## src/rtl/pls_pkg.sv

```systemverilog
// ----------------------------------------------------------------------------
// pls_pkg
// Shared constants, codes and control types for the positional list store.
// ----------------------------------------------------------------------------
package pls_pkg;

    // list geometry
    localparam int DEPTH     = 16;
    localparam int IDX_W     = $clog2(DEPTH);
    localparam int CNT_W     = $clog2(DEPTH + 1);

    // field widths
    localparam int CMD_W     = 2;
    localparam int POS_W     = 7;
    localparam int VALUE_W   = 32;
    localparam int STATUS_W  = 3;
    localparam int ECOUNT_W  = 7;

    // stream data widths, rounded up to whole bytes
    localparam int S_FIELDS_W = CMD_W + POS_W + VALUE_W;
    localparam int M_FIELDS_W = VALUE_W + STATUS_W + ECOUNT_W;
    localparam int S_TDATA_W  = ((S_FIELDS_W + 7) / 8) * 8;
    localparam int M_TDATA_W  = ((M_FIELDS_W + 7) / 8) * 8;

    // command codes
    typedef enum logic [CMD_W-1:0] {
        CMD_INSERT     = 2'd0,
        CMD_REMOVE_POS = 2'd1,
        CMD_REMOVE_VAL = 2'd2,
        CMD_DUMP       = 2'd3
    } pls_command_t;

    // result status codes
    typedef enum logic [STATUS_W-1:0] {
        ST_OK       = 3'd0,
        ST_FULL     = 3'd1,
        ST_BADPOS   = 3'd2,
        ST_NOTFOUND = 3'd3,
        ST_NULL     = 3'd4,
        ST_EMPTY    = 3'd5
    } pls_status_t;

    // controller to datapath commands
    typedef struct packed {
        logic capture;     // latch the incoming transfer, rewind the dump index
        logic match;       // register the per-cell equality vector
        logic exec;        // apply the latched command and load its result
        logic dump_emit;   // load one dumped entry into the output register
    } pls_ctrl_t;

    // datapath to controller status
    typedef struct packed {
        pls_command_t in_command;  // command field of the pending input transfer
        logic         list_empty;
        logic         dump_last;   // dump index points at the final entry
        logic         out_free;    // output register can take a result this cycle
    } pls_stat_t;

endpackage

```

## src/rtl/pls_ctrl.sv

```systemverilog
// ----------------------------------------------------------------------------
// pls_ctrl
// Command sequencer: accepts a transfer, steps the datapath through match,
// execute or dump, and waits on the output register when it is occupied.
// ----------------------------------------------------------------------------
module pls_ctrl import pls_pkg::*; (
    input  logic      aclk,
    input  logic      aresetn,
    input  logic      s_tvalid,
    output logic      s_tready,
    input  pls_stat_t stat,
    output pls_ctrl_t ctrl
);

    typedef enum logic [1:0] {
        S_IDLE,
        S_MATCH,
        S_EXEC,
        S_DUMP
    } state_t;

    state_t state_reg;
    state_t state_next;

    // next state and datapath commands
    always_comb begin
        state_next = state_reg;
        ctrl       = '0;
        s_tready   = 1'b0;
        case (state_reg)
            S_IDLE: begin
                s_tready = 1'b1;
                if (s_tvalid) begin
                    ctrl.capture = 1'b1;
                    case (stat.in_command)
                        CMD_REMOVE_VAL: state_next = S_MATCH;
                        CMD_DUMP:       state_next = S_DUMP;
                        default:        state_next = S_EXEC;
                    endcase
                end
            end
            S_MATCH: begin
                ctrl.match = 1'b1;
                state_next = S_EXEC;
            end
            S_EXEC: begin
                if (stat.out_free) begin
                    ctrl.exec  = 1'b1;
                    state_next = S_IDLE;
                end
            end
            S_DUMP: begin
                if (stat.out_free) begin
                    ctrl.dump_emit = 1'b1;
                    if (stat.list_empty || stat.dump_last) begin
                        state_next = S_IDLE;
                    end
                end
            end
            default: begin
                state_next = S_IDLE;
            end
        endcase
    end

    // state register
    always_ff @(posedge aclk) begin
        if (!aresetn) begin
            state_reg <= S_IDLE;
        end else begin
            state_reg <= state_next;
        end
    end

endmodule

```

## src/rtl/pls_dp.sv

```systemverilog
// ----------------------------------------------------------------------------
// pls_dp
// List datapath: a row of entry cells that shift up or down in parallel,
// per-cell match compare, entry count, dump index and the output register.
// ----------------------------------------------------------------------------
module pls_dp import pls_pkg::*; (
    input  logic                 aclk,
    input  logic                 aresetn,
    input  logic [S_TDATA_W-1:0] s_tdata,
    output logic                 m_tvalid,
    input  logic                 m_tready,
    output logic [M_TDATA_W-1:0] m_tdata,
    output logic                 m_tlast,
    input  pls_ctrl_t            ctrl,
    output pls_stat_t            stat
);

    // latched input fields
    pls_command_t            cmd_reg;
    logic [POS_W-1:0]        pos_reg;
    logic [VALUE_W-1:0]      val_reg;

    // list storage
    logic [VALUE_W-1:0]      entries_reg [DEPTH];
    logic [VALUE_W-1:0]      entries_next [DEPTH];
    logic [CNT_W-1:0]        count_reg;
    logic [CNT_W-1:0]        count_next;
    logic [DEPTH-1:0]        match_reg;
    logic [IDX_W-1:0]        idx_reg;

    // output register
    logic                    m_valid_reg;
    logic                    m_last_reg;
    logic [VALUE_W-1:0]      m_value_reg;
    pls_status_t             m_status_reg;
    logic [ECOUNT_W-1:0]     m_count_reg;

    // execute stage signals
    pls_status_t             exec_status;
    logic [CNT_W-1:0]        ins_idx;
    logic [CNT_W-1:0]        del_idx;
    logic                    do_ins;
    logic                    do_del;
    logic                    found;
    logic [CNT_W-1:0]        match_idx;

    // status towards the controller
    assign stat.in_command = pls_command_t'(s_tdata[CMD_W-1:0]);
    assign stat.list_empty = (count_reg == '0);
    assign stat.dump_last  = ({1'b0, idx_reg} + CNT_W'(1)) == count_reg;
    assign stat.out_free   = !m_valid_reg || m_tready;

    // first matching cell
    always_comb begin
        found     = 1'b0;
        match_idx = '0;
        for (int i = DEPTH - 1; i >= 0; i--) begin
            if (match_reg[i]) begin
                found     = 1'b1;
                match_idx = CNT_W'(i);
            end
        end
    end

    // decode the latched command
    always_comb begin
        exec_status = ST_OK;
        do_ins      = 1'b0;
        do_del      = 1'b0;
        del_idx     = '0;
        if (pos_reg > POS_W'(count_reg)) begin
            ins_idx = count_reg;
        end else begin
            ins_idx = CNT_W'(pos_reg);
        end
        case (cmd_reg)
            CMD_INSERT: begin
                if (val_reg == '0) begin
                    exec_status = ST_NULL;
                end else if (count_reg >= CNT_W'(DEPTH)) begin
                    exec_status = ST_FULL;
                end else begin
                    do_ins = 1'b1;
                end
            end
            CMD_REMOVE_POS: begin
                if (pos_reg >= POS_W'(count_reg)) begin
                    exec_status = ST_BADPOS;
                end else begin
                    do_del  = 1'b1;
                    del_idx = CNT_W'(pos_reg);
                end
            end
            CMD_REMOVE_VAL: begin
                if (val_reg == '0) begin
                    exec_status = ST_NULL;
                end else if (!found) begin
                    exec_status = ST_NOTFOUND;
                end else begin
                    do_del  = 1'b1;
                    del_idx = match_idx;
                end
            end
            default: begin
                exec_status = ST_OK;
            end
        endcase
    end

    // per-cell next value: insert shifts up, delete shifts down
    always_comb begin
        for (int i = 0; i < DEPTH; i++) begin
            entries_next[i] = entries_reg[i];
            if (do_ins) begin
                if (CNT_W'(i) == ins_idx) begin
                    entries_next[i] = val_reg;
                end else if (i > 0 && CNT_W'(i) > ins_idx) begin
                    entries_next[i] = entries_reg[(i > 0) ? i - 1 : 0];
                end
            end else if (do_del) begin
                if (i < DEPTH - 1 && CNT_W'(i) >= del_idx) begin
                    entries_next[i] = entries_reg[(i < DEPTH - 1) ? i + 1 : i];
                end
            end
        end
        count_next = count_reg;
        if (do_ins) begin
            count_next = count_reg + CNT_W'(1);
        end else if (do_del) begin
            count_next = count_reg - CNT_W'(1);
        end
    end

    // input capture, match vector and cells
    always_ff @(posedge aclk) begin
        if (ctrl.capture) begin
            cmd_reg <= pls_command_t'(s_tdata[CMD_W-1:0]);
            pos_reg <= s_tdata[CMD_W +: POS_W];
            val_reg <= s_tdata[CMD_W + POS_W +: VALUE_W];
        end
        if (ctrl.match) begin
            for (int i = 0; i < DEPTH; i++) begin
                match_reg[i] <= (entries_reg[i] == val_reg) && (CNT_W'(i) < count_reg);
            end
        end
        if (ctrl.exec) begin
            for (int i = 0; i < DEPTH; i++) begin
                entries_reg[i] <= entries_next[i];
            end
        end
    end

    // count and dump index
    always_ff @(posedge aclk) begin
        if (!aresetn) begin
            count_reg <= '0;
            idx_reg   <= '0;
        end else begin
            if (ctrl.exec) begin
                count_reg <= count_next;
            end
            if (ctrl.capture) begin
                idx_reg <= '0;
            end else if (ctrl.dump_emit) begin
                idx_reg <= idx_reg + IDX_W'(1);
            end
        end
    end

    // output register control
    always_ff @(posedge aclk) begin
        if (!aresetn) begin
            m_valid_reg <= 1'b0;
        end else if (ctrl.exec || ctrl.dump_emit) begin
            m_valid_reg <= 1'b1;
        end else if (m_tready) begin
            m_valid_reg <= 1'b0;
        end
    end

    // output register payload
    always_ff @(posedge aclk) begin
        if (ctrl.exec) begin
            m_value_reg  <= '0;
            m_status_reg <= exec_status;
            m_count_reg  <= ECOUNT_W'(count_next);
            m_last_reg   <= 1'b1;
        end else if (ctrl.dump_emit) begin
            m_count_reg <= ECOUNT_W'(count_reg);
            if (stat.list_empty) begin
                m_value_reg  <= '0;
                m_status_reg <= ST_EMPTY;
                m_last_reg   <= 1'b1;
            end else begin
                m_value_reg  <= entries_reg[idx_reg];
                m_status_reg <= ST_OK;
                m_last_reg   <= stat.dump_last;
            end
        end
    end

    assign m_tvalid = m_valid_reg;
    assign m_tlast  = m_last_reg;
    assign m_tdata  = {{(M_TDATA_W - M_FIELDS_W){1'b0}}, m_count_reg, m_status_reg, m_value_reg};

endmodule

```

## src/rtl/positional_list_store_top.sv

```systemverilog
// ----------------------------------------------------------------------------
// positional_list_store_top
// Ordered list of 32-bit words with insert, remove at position, remove by
// value and dump commands.
// ----------------------------------------------------------------------------
//  channel   direction  fields (lowest bit first)
//  s_        in         tdata: command[1:0], position[8:2], item_value[40:9]
//  m_        out        tdata: out_value[31:0], status[34:32],
//                              entry_count[41:35]; tlast: last
//
//  insert and remove at position run capture then execute, remove by value
//  adds the registered per-cell compare between them; dump loads one entry
//  per cycle into the single output register while that register is free.
//  one command is in flight at a time; the sequencer holds off the next
//  transfer until the current command has loaded its final result.
//  m_tready low stalls the sequencer only when the output register is full.
//  reset clears the entry count; entry contents are left as they are.
// ----------------------------------------------------------------------------
module positional_list_store_top import pls_pkg::*; (
    input  logic                 aclk,
    input  logic                 aresetn,
    input  logic                 s_tvalid,
    output logic                 s_tready,
    input  logic [S_TDATA_W-1:0] s_tdata,   // command, position, item_value
    output logic                 m_tvalid,
    input  logic                 m_tready,
    output logic [M_TDATA_W-1:0] m_tdata,   // out_value, status, entry_count
    output logic                 m_tlast
);

    pls_ctrl_t ctrl;
    pls_stat_t stat;

    // command sequencer
    pls_ctrl u_ctrl (
        .aclk     (aclk),
        .aresetn  (aresetn),
        .s_tvalid (s_tvalid),
        .s_tready (s_tready),
        .stat     (stat),
        .ctrl     (ctrl)
    );

    // list cells and output register
    pls_dp u_dp (
        .aclk     (aclk),
        .aresetn  (aresetn),
        .s_tdata  (s_tdata),
        .m_tvalid (m_tvalid),
        .m_tready (m_tready),
        .m_tdata  (m_tdata),
        .m_tlast  (m_tlast),
        .ctrl     (ctrl),
        .stat     (stat)
    );

endmodule

```

## config.mk

```make
export PLATFORM = sky130hd
export DESIGN_NAME = positional_list_store_top
export DESIGN_NICKNAME = d
export VERILOG_FILES = /design/src/rtl/pls_pkg.sv /design/src/rtl/pls_ctrl.sv /design/src/rtl/pls_dp.sv /design/src/rtl/positional_list_store_top.sv
export SDC_FILE = /design/constraint.sdc
export NUM_CORES = 2
export LEC_CHECK = 0
export ABC_AREA = 1
export BUFFER_PORTS_ARGS = -buffer_cell sky130_fd_sc_hd__buf_2
export CORE_UTILIZATION = 44
export DETAILED_ROUTE_END_ITERATION = 12
export PLACE_DENSITY_LB_ADDON = 0.3
export SLEW_MARGIN = 40
export SYNTH_ARGS = -nofsm -noshare
export SYNTH_HDL_FRONTEND = slang
export SYNTH_HIERARCHICAL = 1
export SYNTH_SLANG_ARGS = --single-unit
```

## constraint.sdc

```tcl
create_clock -name aclk -period 5.1 [get_ports aclk]
set_input_delay 1.275 -clock aclk [delete_from_list [all_inputs] [get_ports aclk]]
set_output_delay 1.275 -clock aclk [all_outputs]
set_load 0.02 [all_outputs]
```

==> impl_results.md <==
* Fin crit period at 4470 ps
* Synthesis-to-layout area growth at 10.5%
* MaxCap Viol Count at 0
* Setup violators final at 0
* Aggregate global routing overflow at 0
* WP data arrival at 4970 ps
* Routability cong. at 1.05
* Peak supply drop at 0.233 mV
* CP endpoint kind: flip-flop
* DRT iter0 DRCs at 8,937
* DRC Markers at 0
* RSZ-0062 raised after global routing: no
* CTS resizes at 0
* Async set-or-reset flop fraction in the synthesized netlist at 0%
* Routed Antenna Nets at 0
* F_max at 0.224 GHz
* Initial antenna violation count at 11
* Pwr Density at 354 mW/mm²
* Worst-Margin Slew at 1180 ps
* Die ar. at 0.0934 mm²
* Worst skew pair latency at 670 ps
* Vias per cell at 6.93
* FF+latch count, synth at 626
* Via count at 43,214
* Final Hold Fails at 0
* Global Route Usage Sum at 45.8%
* Clock skew at 31.0 ps
* Switch Pwr at 5.63 mW
* Top FF cell, synth: edfxtp_1
* EDFF count, synth at 577
* Pins over their slew limit at 0
* Max reg flops at 512
* Switch share at 35.5%
* Clock transition at path regs at 60 ps
* Yosys top cell area share at 42.7%
* DR pass1 iterations at 7
* CP startpoint kind: flip-flop
* Min Hold Slack at 478 ps
* Most frequent cells in the layout: o21ai_0, nand2_1, a21oi_1, edfxtp_1, inv_1
* CTS H-tree lvls at 3
* Outcome: finished clean
* Mapped Avg Cell Area at 7.94 µm²
* Cts bufs inserted at 77
* Die X at 306 µm
* Synth area leader: edfxtp_1
* Final WL at 220,000 µm
* # port buffers at 87
* Tightest Hold Check Type: reg2reg
* Fin nets at 5,057
* Critical path type: reg2reg
* Top Ports at 103
* Clock Path Buffers at 3
* Top post-synthesis cells by area: edfxtp_1, o21ai_0, a21oi_1
* First-pass GRT wire length at 301,000 µm
* Wire per inst at 35.3 µm
* CTS Hold Bufs at 0
* CP Data Required Time at 5600 ps
* Proportion of layout cells with a drive suffix above 1 at 8.57%
* Clk Tree Root Cell: clkbuf_16
* Cells after synthesis at 5,111
* Detail Placement HPWL at 155,000 µm
* CTS sink cnt at 626
* Number of core rows at 110
* Largest net degree at the start of global routing at 165
* Post-CTS Repair Setup Buffers at 0
* Synth unique cells at 49
* Mapped cell area at 0.0406 mm²
* Leakage at 16.8 nW
* Chip height at 306 µm
* Most common cell after layout, fill and taps aside: o21ai_0
* Tcrit/Tclk final at 87.7%
* CP Max Fanout at 164
* Clock power frac at 35.9%
* Seq/Total Area, Yosys at 45.1%
* Reg power frac at 40.7%
* Logic gate share of total power at 23.4%
* CTS tree: done
* Relative slew slack at 21.2%
* Int Pwr at 10.2 mW
* Setup_tns at 0 ps
* Vias in the first global route at 38,286
* Synth warnings at 6
* Initial Util at 44.7%
* Core area at 0.0907 mm²
==> worst max-delay path: stages (launching register included) <==
cell and delay [ps]:
edfxtp_1 410, clkinv_1 500, nand4_1 290, nor2_1 70, nand2_1 90, nor2_1 50, buf_4 190, nor2_1 210
nand2_4 230, inv_8 290, buf_12 400, buf_6 710, o21ai_0 210, o22ai_1 170
==> synthesized netlist by cell type, types with 2 or more instances <==
| master | instances |
|---|---|
| or4_1 | 2 |
| or2_2 | 3 |
| nand2_2 | 3 |
| o22ai_1 | 296 |
| a21oi_1 | 611 |
| nand3_2 | 2 |
| o21bai_1 | 33 |
| edfxtp_1 | 577 |
| a221o_1 | 2 |
| nor4b_1 | 7 |
| dfxtp_1 | 49 |
| nor2_1 | 197 |
| o21ai_1 | 58 |
| o21ai_0 | 1046 |
| xnor2_1 | 119 |
| xor2_1 | 79 |
| a221oi_1 | 54 |
| nand2_1 | 686 |
| buf_1 | 38 |
| nor3_1 | 16 |
| nor4_1 | 50 |
| a2111oi_0 | 7 |
| ha_1 | 14 |
| a32o_1 | 32 |
| nor2_2 | 7 |
| buf_2 | 83 |
| inv_2 | 5 |
| o21ai_2 | 4 |
| nand3_1 | 64 |
| buf_4 | 17 |
| clkbuf_1 | 310 |
| inv_1 | 539 |
| clkinv_1 | 10 |
| nand4_1 | 69 |
| o211ai_1 | 6 |
| o2111ai_1 | 3 |
==> area by class of cell <==
cell class	instances	area [µm²]
fillers	8970	45900
repair buffers	242	1820
inverters	554	2090
clock buffers	100	2120
well taps	1176	1470
flip-flops and latches	626	18300
multi-input cells	3490	18600
diodes	5	12.5
clock inverters	43	385
==> cells by family after synthesis <==
family | synth area share [%]
flip-flops | 45.1
AND/OR/NAND/NOR | 11.6
AO/OA/AOI/OAI | 28.9
adder cells (fa/ha/maj) | 0.432
XOR/XNOR | 4.28
other | 0.00925
buffers and inverters | 9.69
==> stage by stage <==
step / cell area, µm² / std cells / power, mW / util (%) / setup WS (ps)
floorplan: 40600 / 5118 / 8.38 / - / 129
global placement: 42200 / 6085 / 9.96 / 46.5 / 944
detailed placement: 42200 / 6085 / 10.0 / 46.5 / 970
CTS: 44700 / 6228 / 15.6 / 49.3 / 1060
global route: 44800 / 6231 / 16.1 / 49.4 / 651
finish: 44800 / 6236 / 15.9 / 49.4 / 626
==> per-layer routing <==
| layer | GRT usage [%] | part of all wire, % | vias up |
|---|---|---|---|
| met5 | 0.620 | 0.083 | - |
| li1 | - | - | 17868 |
| met3 | 18.2 | 17 | 624 |
| met1 | 60.0 | 36 | 20801 |
| met4 | 26.2 | 7.0 | 18 |
| met2 | 63.6 | 40 | 3903 |
==> power by group through the flow <==
stage / Clock (mW) / Sequential, mW / Combinational, mW
CTS: 5.70 / 6.43 / 3.47
detailed placement: 0 / 6.53 / 3.46
global route: 5.87 / 6.48 / 3.79
global placement: 0 / 6.53 / 3.43
floorplan: 0 / 6.42 / 1.96
finish: 5.70 / 6.46 / 3.72
==> worst paths after layout <==
| check | slack [ps] | start | endpoint | depth (start not counted) |
|---|---|---|---|---|
| setup / recovery | 630 | u_dp/val_reg[1] | u_dp/entries_reg[1][24] | 13 |
| hold / removal | 480 | u_dp/m_value_reg[28] | u_dp/m_value_reg[28] | 1 |
| setup reg to reg | 630 | u_dp/val_reg[1] | u_dp/entries_reg[1][24] | 13 |
| hold reg to reg | 480 | u_dp/m_value_reg[28] | u_dp/m_value_reg[28] | 1 |
Note: power is estimated with default switching activity, not from simulation.
